File: config.mk
export PLATFORM = sky130hd
export DESIGN_NAME = ffgc_prep
export DESIGN_NICKNAME = d
export VERILOG_FILES = /design/src/hdl/ffgc_pkg.sv /design/src/hdl/ffgc_prep.sv
export SDC_FILE = /design/constraint.sdc
export NUM_CORES = 1
export LEC_CHECK = 0
export BUFFER_PORTS_ARGS = -buffer_cell sky130_fd_sc_hd__buf_2
export CORE_UTILIZATION = 51
export CTS_BUF_LIST = sky130_fd_sc_hd__clkbuf_4
export DETAILED_ROUTE_END_ITERATION = 7
export PLACE_DENSITY = 0.8
export SYNTH_ARGS = -nofsm -noshare
export SYNTH_HDL_FRONTEND = slang
export SYNTH_SLANG_ARGS = --single-unit
File: constraint.sdc
create_clock -name clk_i -period 6.94 [get_ports clk_i]
set_input_delay 0.347 -clock clk_i [delete_from_list [all_inputs] [get_ports clk_i]]
set_output_delay 0.347 -clock clk_i [all_outputs]
set_load 0.1 [all_outputs]
File: src/hdl/ffgc_pkg.sv
`timescale 1ns / 1ps
// ----------------------------------------------------------------------------
// ffgc_pkg
// Shared constants, types and helpers of the flat-field gain calculator.
// ----------------------------------------------------------------------------
package ffgc_pkg;

  // Field widths
  localparam int IN_W       = 16;               // width of one input channel field
  localparam int PIX_BITS   = 16;               // significant pixel bits, 8..16
  localparam int REF_W      = 20;               // reference level, Q16.4
  localparam int GAIN_W     = 20;               // gain, Q8.12
  localparam int NLANES     = 3;                // color channels

  // Divider geometry
  localparam int DEN_W      = PIX_BITS + 2;     // holds the sum of three values
  localparam int NUM_W      = REF_W + 10;       // holds 768 * ref + sum / 2
  localparam int QBITS      = GAIN_W;           // quotient bits, one per stage
  localparam int HI_W       = NUM_W - QBITS;    // numerator bits above the quotient
  localparam int CMP_W      = NUM_W + DEN_W;    // width for the overflow compare
  localparam int PIPE_STAGES = QBITS + 1;       // operand stage plus divider stages

  localparam logic [GAIN_W-1:0] GAIN_MAX   = {GAIN_W{1'b1}};
  localparam logic [GAIN_W-1:0] GAIN_UNITY = GAIN_W'(4096);

  // Configuration register indexes
  localparam int CFG_IDX_W = 2;
  localparam logic [CFG_IDX_W-1:0] CFG_IDX_REF    = 2'd0;
  localparam logic [CFG_IDX_W-1:0] CFG_IDX_COLOR  = 2'd1;
  localparam logic [CFG_IDX_W-1:0] CFG_IDX_COMMON = 2'd2;

  localparam logic [REF_W-1:0] REF_RESET = REF_W'(2048);

  typedef struct packed {
    logic [REF_W-1:0] ref_level;
    logic             color;
    logic             common;
  } cfg_t;

  // Operands handed to one divider lane
  typedef struct packed {
    logic [NUM_W-1:0] num;
    logic [DEN_W-1:0] den;
  } lane_op_t;

  // Raw divider result of one lane
  typedef struct packed {
    logic [QBITS-1:0] quo;
    logic             sat;
    logic             zero;
  } lane_res_t;

  // Map a raw quotient to the final gain
  function automatic logic [GAIN_W-1:0] res_to_gain(lane_res_t res);
    logic [GAIN_W-1:0] g;
    if (res.zero) begin
      g = GAIN_UNITY;
    end else if (res.sat) begin
      g = GAIN_MAX;
    end else begin
      g = GAIN_W'(res.quo);
    end
    return g;
  endfunction

endpackage

File: src/hdl/ffgc_prep.sv
`timescale 1ns / 1ps
// ----------------------------------------------------------------------------
// ffgc_prep
// Dark subtraction, channel sum and rounded divider operands per lane.
// ----------------------------------------------------------------------------
module ffgc_prep (
  input  logic                              clk_i,
  input  logic                              en_i,
  input  ffgc_pkg::cfg_t                    cfg_i,
  input  logic [ffgc_pkg::IN_W-1:0]         flat_i [ffgc_pkg::NLANES],
  input  logic [ffgc_pkg::IN_W-1:0]         dark_i [ffgc_pkg::NLANES],
  output ffgc_pkg::lane_op_t                op_o   [ffgc_pkg::NLANES]
);
  import ffgc_pkg::*;

  logic [PIX_BITS-1:0] val   [NLANES];
  logic [DEN_W-1:0]    sum;
  logic [NUM_W-1:0]    ref_ext;
  logic [NUM_W-1:0]    num_common;
  lane_op_t            op_d  [NLANES];
  lane_op_t            op_q  [NLANES];

  // Subtract dark level, clamp at zero
  always_comb begin
    for (int i = 0; i < NLANES; i++) begin
      if (flat_i[i][PIX_BITS-1:0] > dark_i[i][PIX_BITS-1:0]) begin
        val[i] = flat_i[i][PIX_BITS-1:0] - dark_i[i][PIX_BITS-1:0];
      end else begin
        val[i] = '0;
      end
    end
  end

  // Build numerator and divisor; lane 0 takes the channel sum in common mode
  always_comb begin
    sum        = DEN_W'(val[0]) + DEN_W'(val[1]) + DEN_W'(val[2]);
    ref_ext    = NUM_W'(cfg_i.ref_level);
    num_common = (ref_ext << 9) + (ref_ext << 8) + NUM_W'(sum >> 1);
    for (int i = 0; i < NLANES; i++) begin
      op_d[i].num = (ref_ext << 8) + NUM_W'(val[i] >> 1);
      op_d[i].den = DEN_W'(val[i]);
    end
    if (cfg_i.color && cfg_i.common) begin
      op_d[0].num = num_common;
      op_d[0].den = sum;
    end
  end

  // Hold operands while the next stage is stalled
  always_ff @(posedge clk_i) begin
    for (int i = 0; i < NLANES; i++) begin
      if (en_i) begin
        op_q[i] <= op_d[i];
      end
    end
  end

  assign op_o = op_q;

endmodule

==> flow_summary.json <==
{
  "fin_util": 0.630,
  "hpwl_microns": 22500,
  "critPathRequiredTime_ns": 7.23,
  "max_slew.worst_pin.slew_ns": 0.959,
  "path_max_fanout": 5,
  "finalCritPeriodShare": 0.946,
  "io_pins": 264,
  "die-area_sq_um": 21300,
  "nNetsFinal": 1688,
  "maxSlewHeadroom": 0.361,
  "crit_top_cell": "fa_1",
  "cts_htree_levels": 4,
  "dp.cells": 1668,
  "hp-class": "input pin to flop",
  "synth_cell_types": 66,
  "synth_flop_cell": "edfxtp_1",
  "syn_to_final_growth_pct": 20.9,
  "ant_nets": 0,
  "vias_per_cell": 5.47,
  "finalHoldViolations": 0,
  "crit_type": "input pin to flop",
  "layout_common_cells": "buf_2, ha_1, edfxtp_1",
  "drive_above_1_share": 0.269,
  "worstPathArrival_ns": 6.86,
  "grt-ovfl-total": 0,
  "drv_cap": 0,
  "yosysTopAreaCell": "edfxtp_1",
  "antenna_found_initial": 2,
  "num_rows": 52,
  "routed_wl_microns": 27700,
  "critPathCaptureType": "flop",
  "vias": 9305,
  "max_stage_delay_ns": 0.48,
  "cp_slowest_cell": "o41ai_2",
  "power.total_w": 0.00399,
  "first_pass_iters": 5,
  "power_density_nw_per_um2": 312,
  "rsz0062_at_grt": "false",
  "grt_pass1_wl_microns": 43900,
  "clk_pin_slew_ns": 0.11,
  "hold_path_depth": 2,
  "synthCells": 1113,
  "die_w_microns": 146,
  "final_max_slew_viol_count": 0,
  "cts_tree": "yes",
  "synth_top_area_frac": 0.324,
  "cp-start-kind": "input pin",
  "status": "finished clean",
  "ys_warn_count": 0,
  "ir_drop_v": 0.000255,
  "gp_congestion": 0.932,
  "layout.cells.non_filler": 1702,
  "yosysSeqAreaShare": 0.324,
  "largest_reg_flops": 114,
  "final_common_cell": "buf_2",
  "syn_area_per_cell_sq_um": 9.50,
  "fillers": 1753,
  "cts.sinks": 114,
  "wl_per_cell_microns": 16.3,
  "fmax_ghz": 0.152,
  "synth-edff-count": 114,
  "core_sq_um": 20300,
  "drt_iter0_drc": 637,
  "drc": 0,
  "grt_pass1_vias": 8644,
  "synth.top_cells.by_area": "edfxtp_1, ha_1, fa_1",
  "ys_ff_latch": 114,
  "root_buffer": "clkbuf_4",
  "fin_crit_ns": 6.57,
  "p_leak_nw": 6.24,
  "grt.total_usage": 0.262,
  "grt_max_degree": 80,
  "cts_made_buffers": 17,
  "setup_violations": 0,
  "synthArstFlopShare": 0,
  "die_h_microns": 146,
  "syn_area_sq_um": 10600,
  "io_buffers": 257,
  "initial_core_util": 0.521,
  "cts_buffer_depth": 2
}
[path summary, 6_finish.rpt]
| check | start | to | slack, ns |
|---|---|---|---|
| max | flat_i[16] | op_o[142] | 0.37 |
| min | cfg_i[20] | op_o[92] | 0.15 |
[stage by stage]
step	TNS (ns)	area [sq um]	hold WS (ns)	worst slack (ns)
2_1_floorplan	0	10600	0.459	0.187
3_3_place_gp	-0.173	12500	0.708	-0.0835
3_5_place_dp	-2.23	12500	0.707	-0.314
4_1_cts	0	12700	0.118	0.279
5_1_grt	0	12800	0.160	0.0220
6_report	0	12800	0.149	0.373
[layer usage]
metal	wire length, microns	vias up	track usage
met4	690	0	0.0847
met1	12700	4312	0.372
met3	1960	46	0.0404
met5	0	-	0
met2	12300	385	0.410
li1	-	4562	-
[logic make-up (layout without fill, tap and decap cells)]
logic type / Yosys count / after routing / share of synthesized area
compound gates: 296 / 296 / 0.186
simple gates: 277 / 277 / 0.127
buf+inv: 162 / 474 / 0.0683
fa+ha+maj: 150 / 150 / 0.200
flops: 114 / 114 / 0.324
xor+xnor: 107 / 107 / 0.0887
mux: 6 / 6 / 0.00580
other cells: 1 / 8 / 0.000355
[layout make-up]
| type | instances | area (sq um) | area share |
|---|---|---|---|
| Multi-Input combinational cell | 842 | 6470 | 0.506 |
| Antenna cell | 2 | 5.00 | 0.000392 |
| Inverter | 113 | 424 | 0.0332 |
| Tap cell | 270 | 338 | 0.0264 |
| Clock buffer | 19 | 143 | 0.0112 |
| Timing Repair Buffer | 330 | 1840 | 0.144 |
| Sequential cell | 114 | 3420 | 0.268 |
| Clock inverter | 12 | 141 | 0.0111 |
[power by group]
group          internal [W]  switching [W]
combinational      0.000752        0.00179
clock              0.000251       0.000266
sequential         0.000897      0.0000359
total               0.00190        0.00209
[timing repair]
action                                  CTS  global route
buffers inserted                          0             1
resized for setup                         0             7
endpoints found under the setup margin    0            11
hold buffers                              0             0
[critical path: cells and delay by family]
family	cells	cell delay (ns)
AO/OA/AOI/OAI	13	2.93
buffers and inverters	3	0.20
multiplexers	1	0.16
AND/OR/NAND/NOR	6	0.74
adder cells (fa/ha/maj)	7	2.47
[cell usage after synthesis, drive strengths merged (6+ instances only)]
| library cell | number |
|---|---|
| buf | 34 |
| a31oi | 7 |
| nand2b | 14 |
| and4 | 6 |
| nand2 | 77 |
| fa | 32 |
| clkbuf | 15 |
| a21o | 45 |
| inv | 113 |
| nand4 | 11 |
| edfxtp | 114 |
| and3 | 8 |
| o21a | 15 |
| nand3 | 14 |
| o21bai | 16 |
| a31o | 7 |
| and2 | 13 |
| ha | 118 |
| xor2 | 57 |
| nor3 | 21 |
| xnor2 | 50 |
| a21oi | 71 |
| o31ai | 10 |
| o21ai | 64 |
| nor2b | 16 |
| or3 | 7 |
| o2bb2ai | 6 |
| a221oi | 6 |
| a211oi | 11 |
| nor2 | 74 |
| or2 | 6 |
(Power assumes the default switching activity.)
