## src/hdl/ffgc_pkg.sv

```systemverilog
`timescale 1ns / 1ps
// ----------------------------------------------------------------------------
// ffgc_pkg
// Shared constants, types and helpers of the flat-field gain calculator.
// ----------------------------------------------------------------------------
package ffgc_pkg;

  // Field widths
  localparam int IN_W       = 16;               // width of one input channel field
  localparam int PIX_BITS   = 16;               // significant pixel bits, 8..16
  localparam int REF_W      = 20;               // reference level, Q16.4
  localparam int GAIN_W     = 20;               // gain, Q8.12
  localparam int NLANES     = 3;                // color channels

  // Divider geometry
  localparam int DEN_W      = PIX_BITS + 2;     // holds the sum of three values
  localparam int NUM_W      = REF_W + 10;       // holds 768 * ref + sum / 2
  localparam int QBITS      = GAIN_W;           // quotient bits, one per stage
  localparam int HI_W       = NUM_W - QBITS;    // numerator bits above the quotient
  localparam int CMP_W      = NUM_W + DEN_W;    // width for the overflow compare
  localparam int PIPE_STAGES = QBITS + 1;       // operand stage plus divider stages

  localparam logic [GAIN_W-1:0] GAIN_MAX   = {GAIN_W{1'b1}};
  localparam logic [GAIN_W-1:0] GAIN_UNITY = GAIN_W'(4096);

  // Configuration register indexes
  localparam int CFG_IDX_W = 2;
  localparam logic [CFG_IDX_W-1:0] CFG_IDX_REF    = 2'd0;
  localparam logic [CFG_IDX_W-1:0] CFG_IDX_COLOR  = 2'd1;
  localparam logic [CFG_IDX_W-1:0] CFG_IDX_COMMON = 2'd2;

  localparam logic [REF_W-1:0] REF_RESET = REF_W'(2048);

  typedef struct packed {
    logic [REF_W-1:0] ref_level;
    logic             color;
    logic             common;
  } cfg_t;

  // Operands handed to one divider lane
  typedef struct packed {
    logic [NUM_W-1:0] num;
    logic [DEN_W-1:0] den;
  } lane_op_t;

  // Raw divider result of one lane
  typedef struct packed {
    logic [QBITS-1:0] quo;
    logic             sat;
    logic             zero;
  } lane_res_t;

  // Map a raw quotient to the final gain
  function automatic logic [GAIN_W-1:0] res_to_gain(lane_res_t res);
    logic [GAIN_W-1:0] g;
    if (res.zero) begin
      g = GAIN_UNITY;
    end else if (res.sat) begin
      g = GAIN_MAX;
    end else begin
      g = GAIN_W'(res.quo);
    end
    return g;
  endfunction

endpackage

```

## src/hdl/ffgc_merge.sv

```systemverilog
`timescale 1ns / 1ps
// ----------------------------------------------------------------------------
// ffgc_merge
// Combines the lane results into the output gains and saturation flag and
// holds them in the output register.
// ----------------------------------------------------------------------------
module ffgc_merge (
  input  logic                           clk_i,
  input  logic                           rst_ni,
  input  ffgc_pkg::cfg_t                 cfg_i,
  input  logic                           vld_i,
  input  logic                           ld_i,
  input  ffgc_pkg::lane_res_t            res_i  [ffgc_pkg::NLANES],
  output logic                           vld_o,
  output logic [ffgc_pkg::GAIN_W-1:0]    gain_o [ffgc_pkg::NLANES],
  output logic                           sat_o
);
  import ffgc_pkg::*;

  logic              vld_q;
  logic [GAIN_W-1:0] gain_d [NLANES];
  logic [GAIN_W-1:0] gain_q [NLANES];
  logic              sat_d;
  logic              sat_q;
  logic              shared;

  // Lane 0 feeds all channels in mono and common modes
  always_comb begin
    shared = !cfg_i.color || cfg_i.common;
    for (int i = 0; i < NLANES; i++) begin
      if (shared) begin
        gain_d[i] = res_to_gain(res_i[0]);
      end else begin
        gain_d[i] = res_to_gain(res_i[i]);
      end
    end
    sat_d = res_i[0].sat && !res_i[0].zero;
    if (!shared) begin
      for (int i = 1; i < NLANES; i++) begin
        sat_d = sat_d || (res_i[i].sat && !res_i[i].zero);
      end
    end
  end

  // Output valid
  always_ff @(posedge clk_i or negedge rst_ni) begin
    if (!rst_ni) begin
      vld_q <= 1'b0;
    end else if (ld_i) begin
      vld_q <= vld_i;
    end
  end

  // Output payload
  always_ff @(posedge clk_i) begin
    if (ld_i) begin
      gain_q <= gain_d;
      sat_q  <= sat_d;
    end
  end

  assign vld_o  = vld_q;
  assign gain_o = gain_q;
  assign sat_o  = sat_q;

endmodule

```

## config.mk

```make
export PLATFORM = sky130hd
export DESIGN_NAME = ffgc_merge
export DESIGN_NICKNAME = d
export VERILOG_FILES = /design/src/hdl/ffgc_pkg.sv /design/src/hdl/ffgc_merge.sv
export SDC_FILE = /design/constraint.sdc
export NUM_CORES = 1
export LEC_CHECK = 0
export ABC_AREA = 1
export BUFFER_PORTS_ARGS = -buffer_cell sky130_fd_sc_hd__buf_4
export CAP_MARGIN = 15
export CORE_ASPECT_RATIO = 1.5
export CORE_MARGIN = 2
export CORE_UTILIZATION = 41
export CTS_CLUSTER_SIZE = 12
export DETAILED_ROUTE_END_ITERATION = 7
export GPL_TIMING_DRIVEN = 0
export PLACE_DENSITY = 0.85
export SKIP_CTS_REPAIR_TIMING = 1
export SLEW_MARGIN = 15
export SYNTH_ARGS = -nofsm -noshare
export SYNTH_HDL_FRONTEND = slang
export SYNTH_SLANG_ARGS = --single-unit
```

## constraint.sdc

```tcl
create_clock -name clk_i -period 0.8 [get_ports clk_i]
set_input_delay 0.04 -clock clk_i [delete_from_list [all_inputs] [get_ports clk_i]]
set_output_delay 0.04 -clock clk_i [all_outputs]
set_load 0.02 [all_outputs]
```

==> summary.md <==
| Metric | Value |
|---|---|
| Status | finished with violations |
| Failing checks | negative hold slack, negative setup slack |
| Yosys top cell by area | edfxtp_1 |
| Static leakage | 0.00233 uW |
| Port-buffer cells | 132 |
| Count leader, synth | nand2_1 |
| # placed instances | roughly 570 |
| Total Wirelength | 8860 um |
| Residual DRC count | 0 |
| Die height | 110 um |
| Largest net degree at the start of global routing | 64 |
| Proportion of layout cells with a drive suffix above 1 | a little over a third |
| Iteration-0 DRC Markers | 157 |
| Net count after synthesis | 431 |
| Critical path class | reg2out |
| Peak supply drop | 0.921 mV |
| Detailed Place HPWL | 6290 um |
| #FFs+latches synth | 62 |
| Fillers | between 600 and 700 |
| Number of flops mapped to enable cells by yosys | roughly 60 |
| H-tree levels | 3 |
| Net Sw Frac | 27.2% |
| Crit path max fanout | 1 |
| Total GRT Usage | around a fifth |
| Die Footprint | roughly 0.0083 mm^2 |
| Actual slew at the worst max-slew pin | roughly 0.82 ns |
| Final-report max-slew violation count | 0 |
| Tmin final | 0.948 ns |
| Initial Util | between 40% and 50% |
| P&R area growth vs syn | 49.9% |
| Final Hold Viols | 1 |
| Hold Crit Class | in2reg |
| Sequential area share after synthesis | 60.1% |
| Clock Latency Late Sink | roughly 0.35 ns |
| PwrDens | 1870 mW/mm^2 |
| Routed wire per std cell | 15.0 um |
| Flop pwr share | between 40% and 50% |
| CP Capture Type | output port |
| CP max stage cell | edfxtp_1 |
| Antenna violations before repair | 0 |
| Nets | 577 |
| Comb pwr share | between 20% and 30% |
| R2R setup slack | 0.03 ns |
| Main synth FF type | edfxtp_1 |
| Vias per cell | 4.72 |
| Clock skew | 0 ns |
| Vias in the first global route | ~2.7k |
| Max-cap violations | 0 |
| Overall die width | 74.9 um |
| Cell variety after synth | 15 |
| Crit-path max cell delay | roughly 0.4 ns |
| Setup crit start kind | flop |
| Stages on the worst setup path | 1 |
| CTS tree | yes |
| Root Buffer | clkbuf_8 |
| Syn_area_per_cell | 9.11 um^2 |
| Diodes inserted | 0 |
| Mapped cell area | 0.00309 mm^2 |
| Synth top cells by count | nand2_1, edfxtp_1, inv_1, nand3_1, o21ai_0 |
| GPL Wtd Cong | between 0.8 and 0.9 |
| Pint | between 6000 and 7000 uW |
| Ports | approximately 150 |
| Sum of buffers and inverters on the critical path | 1 |
| Syn. warnings | 0 |
| Crit path max-delay family | flip-flops |
| Setup_tns | -7.17 ns |
| Share of the synthesized area in the top cell type | 59.3% |
| Global-route wire length before repair | 12500 um |
| Hold depth | 3 |
| Total grt overflow | 0 |
| Hold slack | -0.0108 ns |
| CTS Sinks | 62 |
| ANT nets after route | 0 |
| Setup WS post-layout | -0.148 ns |
| CP arrival | 0.91 ns |
| Clock transition at path regs | 0.07 ns |
| Number of CTS-inserted buffers | 9 |
| Via count of the routed design | 2782 |
| Req. time, crit path | 0.76 ns |
| Reg2reg path depth | 3 |
| Fin cells | 590 |
| F_max | 1060 MHz |
| Slew HR | between 40 and 50% |
| Setup violations, final | 62 |
| Clock Power Share | 29.4% |
| Top cells by area, synth | edfxtp_1, nand2_1, nand3_1 |
| Unrepaired setup endpoints after global routing | yes |
| NetSw | 2350 uW |
| Post-synth ARST share | 1.61% |
| # rows | 38 |
| DRT Pass-1 Iters | 4 |
| Clock buffer depth | 2 |
| Number of cells produced by synthesis | 339 |
| Core ar. | 0.00727 mm^2 |
| Final Cycle Share | 118% |
| Crit path cell chain | buf_6 |
-- power groups by stage --
| stage | sequential [uW] | combinational [uW] | clock [uW] |
|---|---|---|---|
| 5_1_grt | 4110 | 2170 | 2700 |
| 3_5_place_dp | 4090 | 1830 | 0 |
| 3_3_place_gp | 4090 | 1790 | 0 |
| 4_1_cts | 4030 | 1830 | 2590 |
| 6_report | 4090 | 2010 | 2540 |
| 2_1_floorplan | 4490 | 490 | 0 |
-- worst paths after layout --
| path | start | end |
|---|---|---|
| max | sat_o$_DFFE_PP_ | sat_o |
| min | res_i[58] | gain_o[52]$_DFFE_PP_ |
| max reg2reg | vld_o$_DFFE_PN0P_ | vld_o$_DFFE_PN0P_ |
| min reg2reg | vld_o$_DFFE_PN0P_ | vld_o$_DFFE_PN0P_ |
| max in group asynchronous | rst_ni | vld_o$_DFFE_PN0P_ |
| min in group asynchronous | rst_ni | vld_o$_DFFE_PN0P_ |
-- per-layer routing --
metal | up-vias | track usage [%] | wire length (um)
li1 | 1368 | - | -
met4 | 0 | 9.82 | 231
met2 | 128 | 39.8 | 5040
met1 | 1271 | 21.0 | 3000
met3 | 15 | 4.82 | 582
met5 | - | 0 | 0
-- layout make-up --
cell class | instances | area, um^2 | area share, %
multi-input cells | 192 | 835 | 18.0
repair buffers | 135 | 1240 | 26.7
flip-flops and latches | 62 | 1860 | 40.1
clock buffers | 15 | 176 | 3.81
inverters | 66 | 248 | 5.35
well taps | 100 | 125 | 2.70
plain buffers | 19 | 150 | 3.24
clock inverters | 1 | 5.00 | 0.108
-- stage by stage --
step | setup WS (ns) | total power, uW | hold WS [ns] | utilization, % | instance area [um^2]
global route | -0.176 | 8980 | -0.0114 | 63.7 | 4630
floorplan | 0.0599 | 4980 | -0.256 | - | 3090
finish | -0.148 | 8640 | -0.0108 | 63.7 | 4630
global placement | -0.228 | 5880 | -0.185 | 57.8 | 4210
detailed placement | -0.255 | 5920 | -0.183 | 57.8 | 4210
CTS | -0.171 | 8450 | -0.559 | 60.3 | 4390
-- kinds of logic (layout without fill, tap and decap cells) --
family,after synthesis,in the layout,synth area share [%]
AO/OA/AOI/OAI,20,20,3.24
AND/OR/NAND/NOR,172,172,23.8
buffers and inverters,85,236,12.9
flip-flops,62,62,60.1
-- placed cells by master, fill, tap and decap left out, types with 2 or more instances in the layout --
cell | Yosys | final
o21ai_0 | 20 | 19
edfxtp_1 | 61 | 61
clkbuf_1 | 1 | 4
inv_2 | 6 | 6
nand3_1 | 57 | 57
nand2_1 | 109 | 109
buf_6 | 7 | 65
buf_4 | 5 | 80
clkbuf_8 | 0 | 12
inv_1 | 60 | 60
nor2_1 | 3 | 3
buf_2 | 6 | 6
dlygate4sd3_1 | 0 | 2
-- sequential cells by signal, summed over array words and instances (netlist names) --
register and flops:
gain_o 60, sat_o 1, vld_o 1
Note: power is estimated with default switching activity, not from simulation.
