<file path="config.mk">
export PLATFORM = sky130hd
export DESIGN_NAME = ffgc_div_lane
export DESIGN_NICKNAME = d
export VERILOG_FILES = /design/src/hdl/ffgc_pkg.sv /design/src/hdl/ffgc_div_lane.sv
export SDC_FILE = /design/constraint.sdc
export NUM_CORES = 2
export LEC_CHECK = 0
export ABC_AREA = 1
export BUFFER_PORTS_ARGS = -buffer_cell sky130_fd_sc_hd__buf_2
export CAP_MARGIN = 20
export CORE_AREA = 2 2 450 452
export DETAILED_ROUTE_END_ITERATION = 7
export DIE_AREA = 0 0 452 454
export GPL_TIMING_DRIVEN = 0
export PLACE_DENSITY_LB_ADDON = 0.12
export SLEW_MARGIN = 30
export SYNTH_ARGS = -nofsm -noshare
export SYNTH_HDL_FRONTEND = slang
export SYNTH_SLANG_ARGS = --single-unit
export TNS_END_PERCENT = 5
</file>
<file path="constraint.sdc">
create_clock -name clk_i -period 2.55 [get_ports clk_i]
set_input_delay 0.1275 -clock clk_i [delete_from_list [all_inputs] [get_ports clk_i]]
set_output_delay 0.1275 -clock clk_i [all_outputs]
set_load 0.05 [all_outputs]
</file>
<file path="src/hdl/ffgc_pkg.sv">
`timescale 1ns / 1ps
// ----------------------------------------------------------------------------
// ffgc_pkg
// Shared constants, types and helpers of the flat-field gain calculator.
// ----------------------------------------------------------------------------
package ffgc_pkg;

  // Field widths
  localparam int IN_W       = 16;               // width of one input channel field
  localparam int PIX_BITS   = 16;               // significant pixel bits, 8..16
  localparam int REF_W      = 20;               // reference level, Q16.4
  localparam int GAIN_W     = 20;               // gain, Q8.12
  localparam int NLANES     = 3;                // color channels

  // Divider geometry
  localparam int DEN_W      = PIX_BITS + 2;     // holds the sum of three values
  localparam int NUM_W      = REF_W + 10;       // holds 768 * ref + sum / 2
  localparam int QBITS      = GAIN_W;           // quotient bits, one per stage
  localparam int HI_W       = NUM_W - QBITS;    // numerator bits above the quotient
  localparam int CMP_W      = NUM_W + DEN_W;    // width for the overflow compare
  localparam int PIPE_STAGES = QBITS + 1;       // operand stage plus divider stages

  localparam logic [GAIN_W-1:0] GAIN_MAX   = {GAIN_W{1'b1}};
  localparam logic [GAIN_W-1:0] GAIN_UNITY = GAIN_W'(4096);

  // Configuration register indexes
  localparam int CFG_IDX_W = 2;
  localparam logic [CFG_IDX_W-1:0] CFG_IDX_REF    = 2'd0;
  localparam logic [CFG_IDX_W-1:0] CFG_IDX_COLOR  = 2'd1;
  localparam logic [CFG_IDX_W-1:0] CFG_IDX_COMMON = 2'd2;

  localparam logic [REF_W-1:0] REF_RESET = REF_W'(2048);

  typedef struct packed {
    logic [REF_W-1:0] ref_level;
    logic             color;
    logic             common;
  } cfg_t;

  // Operands handed to one divider lane
  typedef struct packed {
    logic [NUM_W-1:0] num;
    logic [DEN_W-1:0] den;
  } lane_op_t;

  // Raw divider result of one lane
  typedef struct packed {
    logic [QBITS-1:0] quo;
    logic             sat;
    logic             zero;
  } lane_res_t;

  // Map a raw quotient to the final gain
  function automatic logic [GAIN_W-1:0] res_to_gain(lane_res_t res);
    logic [GAIN_W-1:0] g;
    if (res.zero) begin
      g = GAIN_UNITY;
    end else if (res.sat) begin
      g = GAIN_MAX;
    end else begin
      g = GAIN_W'(res.quo);
    end
    return g;
  endfunction

endpackage

</file>
<file path="src/hdl/ffgc_div_lane.sv">
`timescale 1ns / 1ps
// ----------------------------------------------------------------------------
// ffgc_div_lane
// Pipelined restoring divider, one quotient bit per stage, with overflow
// and zero-divisor detection in the first stage.
// ----------------------------------------------------------------------------
module ffgc_div_lane (
  input  logic                          clk_i,
  input  logic [ffgc_pkg::QBITS-1:0]    en_i,
  input  ffgc_pkg::lane_op_t            op_i,
  output ffgc_pkg::lane_res_t           res_o
);
  import ffgc_pkg::*;

  logic [DEN_W-1:0] rem_q  [QBITS];
  logic [QBITS-1:0] low_q  [QBITS];
  logic [QBITS-1:0] quo_q  [QBITS];
  logic [DEN_W-1:0] den_q  [QBITS];
  logic             sat_q  [QBITS];
  logic             zero_q [QBITS];

  logic [DEN_W-1:0] src_rem  [QBITS];
  logic [QBITS-1:0] src_low  [QBITS];
  logic [QBITS-1:0] src_quo  [QBITS];
  logic [DEN_W-1:0] src_den  [QBITS];
  logic             src_sat  [QBITS];
  logic             src_zero [QBITS];

  logic [DEN_W-1:0] rem_d  [QBITS];
  logic [QBITS-1:0] quo_d  [QBITS];

  logic [DEN_W:0]   trial  [QBITS];
  logic             ge     [QBITS];

  // Select stage sources: the first stage starts from the operands
  always_comb begin
    for (int j = 0; j < QBITS; j++) begin
      if (j == 0) begin
        src_rem[j]  = DEN_W'(op_i.num[NUM_W-1:QBITS]);
        src_low[j]  = op_i.num[QBITS-1:0];
        src_quo[j]  = '0;
        src_den[j]  = op_i.den;
        src_zero[j] = (op_i.den == '0);
        src_sat[j]  = (op_i.den != '0) &&
                      (CMP_W'(op_i.num[NUM_W-1:QBITS]) >= CMP_W'(op_i.den));
      end else begin
        src_rem[j]  = rem_q[j-1];
        src_low[j]  = low_q[j-1];
        src_quo[j]  = quo_q[j-1];
        src_den[j]  = den_q[j-1];
        src_zero[j] = zero_q[j-1];
        src_sat[j]  = sat_q[j-1];
      end
    end
  end

  // Shift in the next numerator bit, subtract the divisor where it fits
  always_comb begin
    for (int j = 0; j < QBITS; j++) begin
      trial[j] = {src_rem[j], src_low[j][QBITS-1]};
      ge[j]    = trial[j] >= {1'b0, src_den[j]};
      if (ge[j]) begin
        rem_d[j] = DEN_W'(trial[j] - {1'b0, src_den[j]});
      end else begin
        rem_d[j] = DEN_W'(trial[j]);
      end
      quo_d[j] = {src_quo[j][QBITS-2:0], ge[j]};
    end
  end

  // Advance each stage when its slot is free or moving on
  always_ff @(posedge clk_i) begin
    for (int j = 0; j < QBITS; j++) begin
      if (en_i[j]) begin
        rem_q[j]  <= rem_d[j];
        low_q[j]  <= src_low[j] << 1;
        quo_q[j]  <= quo_d[j];
        den_q[j]  <= src_den[j];
        sat_q[j]  <= src_sat[j];
        zero_q[j] <= src_zero[j];
      end
    end
  end

  assign res_o.quo  = quo_q[QBITS-1];
  assign res_o.sat  = sat_q[QBITS-1];
  assign res_o.zero = zero_q[QBITS-1];

endmodule

</file>
==> results.json <==
{
  "hold_violations": 0,
  "drive_gt1_frac": 0.0838,
  "ioPinCount": 91,
  "insertion_delay_ns": 0.80,
  "synth_compound_area_frac": 0.0465,
  "crit_slowest_cell": "edfxtp_1",
  "switching_share": 0.397,
  "synthAdderAreaFrac": 0.0822,
  "cts_num_sinks": 1124,
  "routed_wl_microns": 170000,
  "dp_slack_ns": -0.0850,
  "cp-end-kind": "register",
  "cts_tree": "built",
  "r2r-start": "low_q[15][18]",
  "coreArea_sq_um": 201000,
  "nNetsFinal": 6902,
  "fp-row-count": 165,
  "grt_pass1_wl_microns": 258000,
  "place_congestion": 0.858,
  "synthCells": 6116,
  "p_switching_mw": 31.9,
  "min_from": "op_i[27]",
  "grt_pass1_vias": 41600,
  "syn_area_sq_um": 59900,
  "maxSlewHeadroom": 0.436,
  "synthXorXnorAreaFrac": 0.0252,
  "ant_nets": 0,
  "fin_util": 0.348,
  "worstSetupStartpointType": "register",
  "setup_viol": 0,
  "finalCritPeriodShare": 0.967,
  "path_common_cell": "nand2_1",
  "fin_skew_ns": 0.0310,
  "stdcell_count": 9237,
  "peakVddDrop_mv": 0.468,
  "period_minus_slack_ns": 2.47,
  "cp_top_family": "simple AND/OR/NAND/NOR gates",
  "internal_power_mw": 48.4,
  "cts_max_path_buffers": 3,
  "portBuffers": 90,
  "critical_path_depth": 12,
  "gr-total-overflow": 0,
  "fmax_mhz": 406,
  "reg2reg_setup_slack_ns": 0.08,
  "report.final.slew_viol_count": 0,
  "synthSimpleGateAreaFrac": 0.221,
  "crit_buf_inv": 2,
  "cellPowerDensity_nw_per_um2": 1150,
  "grt_max_degree": 59,
  "numCtsBuffers": 138,
  "synthToLayoutAreaGrowth_pct": 16.6,
  "synthMuxAreaShare": 0,
  "die_w_microns": 452,
  "reg2reg_depth": 12,
  "power_mw": 80.3,
  "worstHoldPathCells": 2,
  "synth_top_family_by_area": "simple AND/OR/NAND/NOR gates",
  "ctsRootBufferMaster": "clkbuf_16",
  "synth_edf_count": 1124,
  "vias": 42200,
  "die-area_sq_um": 205000,
  "synth.avg_cell_area_sq_um": 9.79,
  "cts_htree_levels": 4,
  "dp_hpwl_microns": 134000,
  "wl_per_cell_microns": 18.4,
  "ys_warn_count": 0,
  "die_y_microns": 454,
  "start_util": 0.298,
  "power_frac_seq": 0.350,
  "clkTransAtPathRegs_ns": 0.06,
  "rsz0062_at_grt": "yes",
  "async_reset_ff_frac": 0,
  "worstSetupPathType": "reg2reg",
  "p_leak_nw": 30.4,
  "tightestPinTransition_ns": 0.847,
  "first_iter_violations": 3064,
  "finalSetupTns_ns": 0,
  "max_stage_delay_ns": 0.56,
  "synth_nets": 6567,
  "ys_ff_latch": 1124,
  "vias_per_cell": 4.57,
  "worstReg2RegEnd": "rem_q[16][14]",
  "pwr-share-clk": 0.246,
  "required_ns": 3.07,
  "path_max_fanout": 4,
  "synth_cell_types": 45,
  "grt.total_usage": 0.165,
  "cap_viol_max_count": 0,
  "min_to": "low_q[0][9]",
  "seq_area_frac_synth": 0.564,
  "final.setup.worst_slack_ns": 0.0846,
  "synthFlopType": "edfxtp_1",
  "worstPathArrival_ns": 2.98,
  "antenna_found_initial": 5,
  "hold_path.class": "in2reg",
  "dp_cells": 8896,
  "drc": 0,
  "first_pass_iters": 6,
  "status": "finished clean",
  "worstPathCellList": "inv_2 -> ha_1 -> inv_1 -> fa_1 -> nand2_1 -> nand2_1 -> nand2_1 -> nand2_1 -> nand3_1 -> nand3b_1 -> nand3_1 -> nand2_1",
  "p_comb_frac": 0.404
}
-- power by group through the flow --
stage / logic [mW] / registers [mW] / clock network, mW
6_report: 32.4 / 28.1 / 19.8
3_5_place_dp: 32.1 / 28.5 / 0
3_3_place_gp: 32.1 / 28.6 / 0
2_1_floorplan: 22.6 / 27.2 / 0
4_1_cts: 32.4 / 28.2 / 20.6
5_1_grt: 36.8 / 28.5 / 21.2
-- metal layers --
| metal | vias up | track usage | wire length, microns |
|---|---|---|---|
| met3 | 193 | 0.0207 | 5470 |
| met2 | 699 | 0.264 | 77500 |
| met5 | - | 0 | 0 |
| li1 | 21400 | - | - |
| met4 | 0 | 0.0440 | 3420 |
| met1 | 19900 | 0.234 | 83200 |
-- cell usage after synthesis (3+ instances only) --
cell	n	share of area
o21ai_1	10	0.00084
buf_4	42	0.0053
a211oi_1	3	0.00038
o21ai_2	3	0.00044
nand3b_1	76	0.0095
and2_4	5	0.00073
nand2_1	1739	0.11
buf_6	20	0.0038
nand3_1	591	0.049
edfxtp_1	1124	0.56
a41oi_2	7	0.0019
and2_1	29	0.0030
o21bai_1	22	0.0028
xor2_1	157	0.023
o21a_1	11	0.0014
xnor2_1	15	0.0022
fa_1	19	0.0064
nand2_4	5	0.00094
nor2_1	398	0.025
a21oi_2	6	0.00088
a21o_1	4	0.00050
and2_2	4	0.00050
nand4_1	60	0.0063
o21ai_0	132	0.011
nand3_2	38	0.0064
a21oi_1	297	0.025
nor2_4	5	0.00094
nor2_2	5	0.00052
nor3_1	49	0.0041
ha_1	363	0.076
buf_2	12	0.0010
nand2_2	36	0.0038
a31oi_2	4	0.00084
inv_1	804	0.050
or2_2	9	0.00094
-- worst reg2reg max path: stages, from the launching register on --
cell and delay (ns):
edfxtp_1 0.56, inv_2 0.13, ha_1 0.14, inv_1 0.09
fa_1 0.41, nand2_1 0.08, nand2_1 0.12, nand2_1 0.09
nand2_1 0.15, nand3_1 0.17, nand3b_1 0.10, nand3_1 0.08
nand2_1 0.09
-- through the flow --
stage               instance area [sq um]  hold slack (ns)
finish                              69800           0.0761
global route                        69800           0.0407
CTS                                 69600         0.000222
detailed placement                  64200            0.306
global placement                    63700            0.305
floorplan                           59900            0.226
-- sequential cells by signal, summed over array words and instances (netlist names) --
register and flops:
zero_q 20, den_q 342, sat_q 20, low_q 190, quo_q 210, rem_q 342
-- layout by cell type (no fill, tap or decap), types with 22 or more instances in the layout --
cell / synthesis / routed
nand2_1: 1739 / 1734
edfxtp_1: 1124 / 1124
inv_1: 804 / 802
nand3_1: 591 / 587
nor2_1: 398 / 393
ha_1: 363 / 353
a21oi_1: 297 / 295
xor2_1: 157 / 157
clkbuf_16: 0 / 140
o21ai_0: 132 / 128
buf_2: 12 / 83
dlygate4sd3_1: 0 / 81
nand3b_1: 76 / 76
buf_4: 42 / 67
nand4_1: 60 / 60
nor3_1: 49 / 48
nand3_2: 38 / 42
nand2_2: 36 / 36
and2_1: 29 / 29
clkbuf_1: 2 / 28
clkinv_1: 1 / 24
o21bai_1: 22 / 22
clkinv_2: 0 / 22
-- repair_timing --
item,4_1_cts,5_1_grt
buffers inserted,0,6
hold buffers,81,0
gates resized for setup,3,44
setup endpoints to repair,12,105
endpoints found under the hold margin,1069,0
-- final cells by class --
class / instances / area [sq um]
inverters: 806 / 3030
clock buffers: 166 / 3600
multi-input cells: 4109 / 22700
repair buffers: 195 / 1820
plain buffers: 77 / 628
flip-flops and latches: 1124 / 33800
fillers: 20400 / 131000
diodes: 2 / 5.00
clock inverters: 86 / 961
well taps: 2672 / 3340
-- worst max path at each step --
stage               slack [ns]           from       endpoint
floorplan                 0.56   low_q[6][18]   rem_q[7][10]
global placement         -0.07  low_q[15][18]  rem_q[16][11]
detailed placement       -0.09  low_q[15][18]  rem_q[16][11]
CTS                       0.01   den_q[13][3]   rem_q[14][8]
global route             -0.03  den_q[16][16]   rem_q[17][3]
finish                    0.08  low_q[15][18]  rem_q[16][14]
-- logic make-up (layout without fill, tap and decap cells) --
kind of cell | count (synthesis) | after routing
xor+xnor | 172 | 172
other cells | 0 | 2
simple gates | 3053 | 3053
fa+ha+maj | 382 | 382
buf+inv | 883 | 1330
compound gates | 502 | 502
flops | 1124 | 1124
Note: power is estimated with default switching activity, not from simulation.
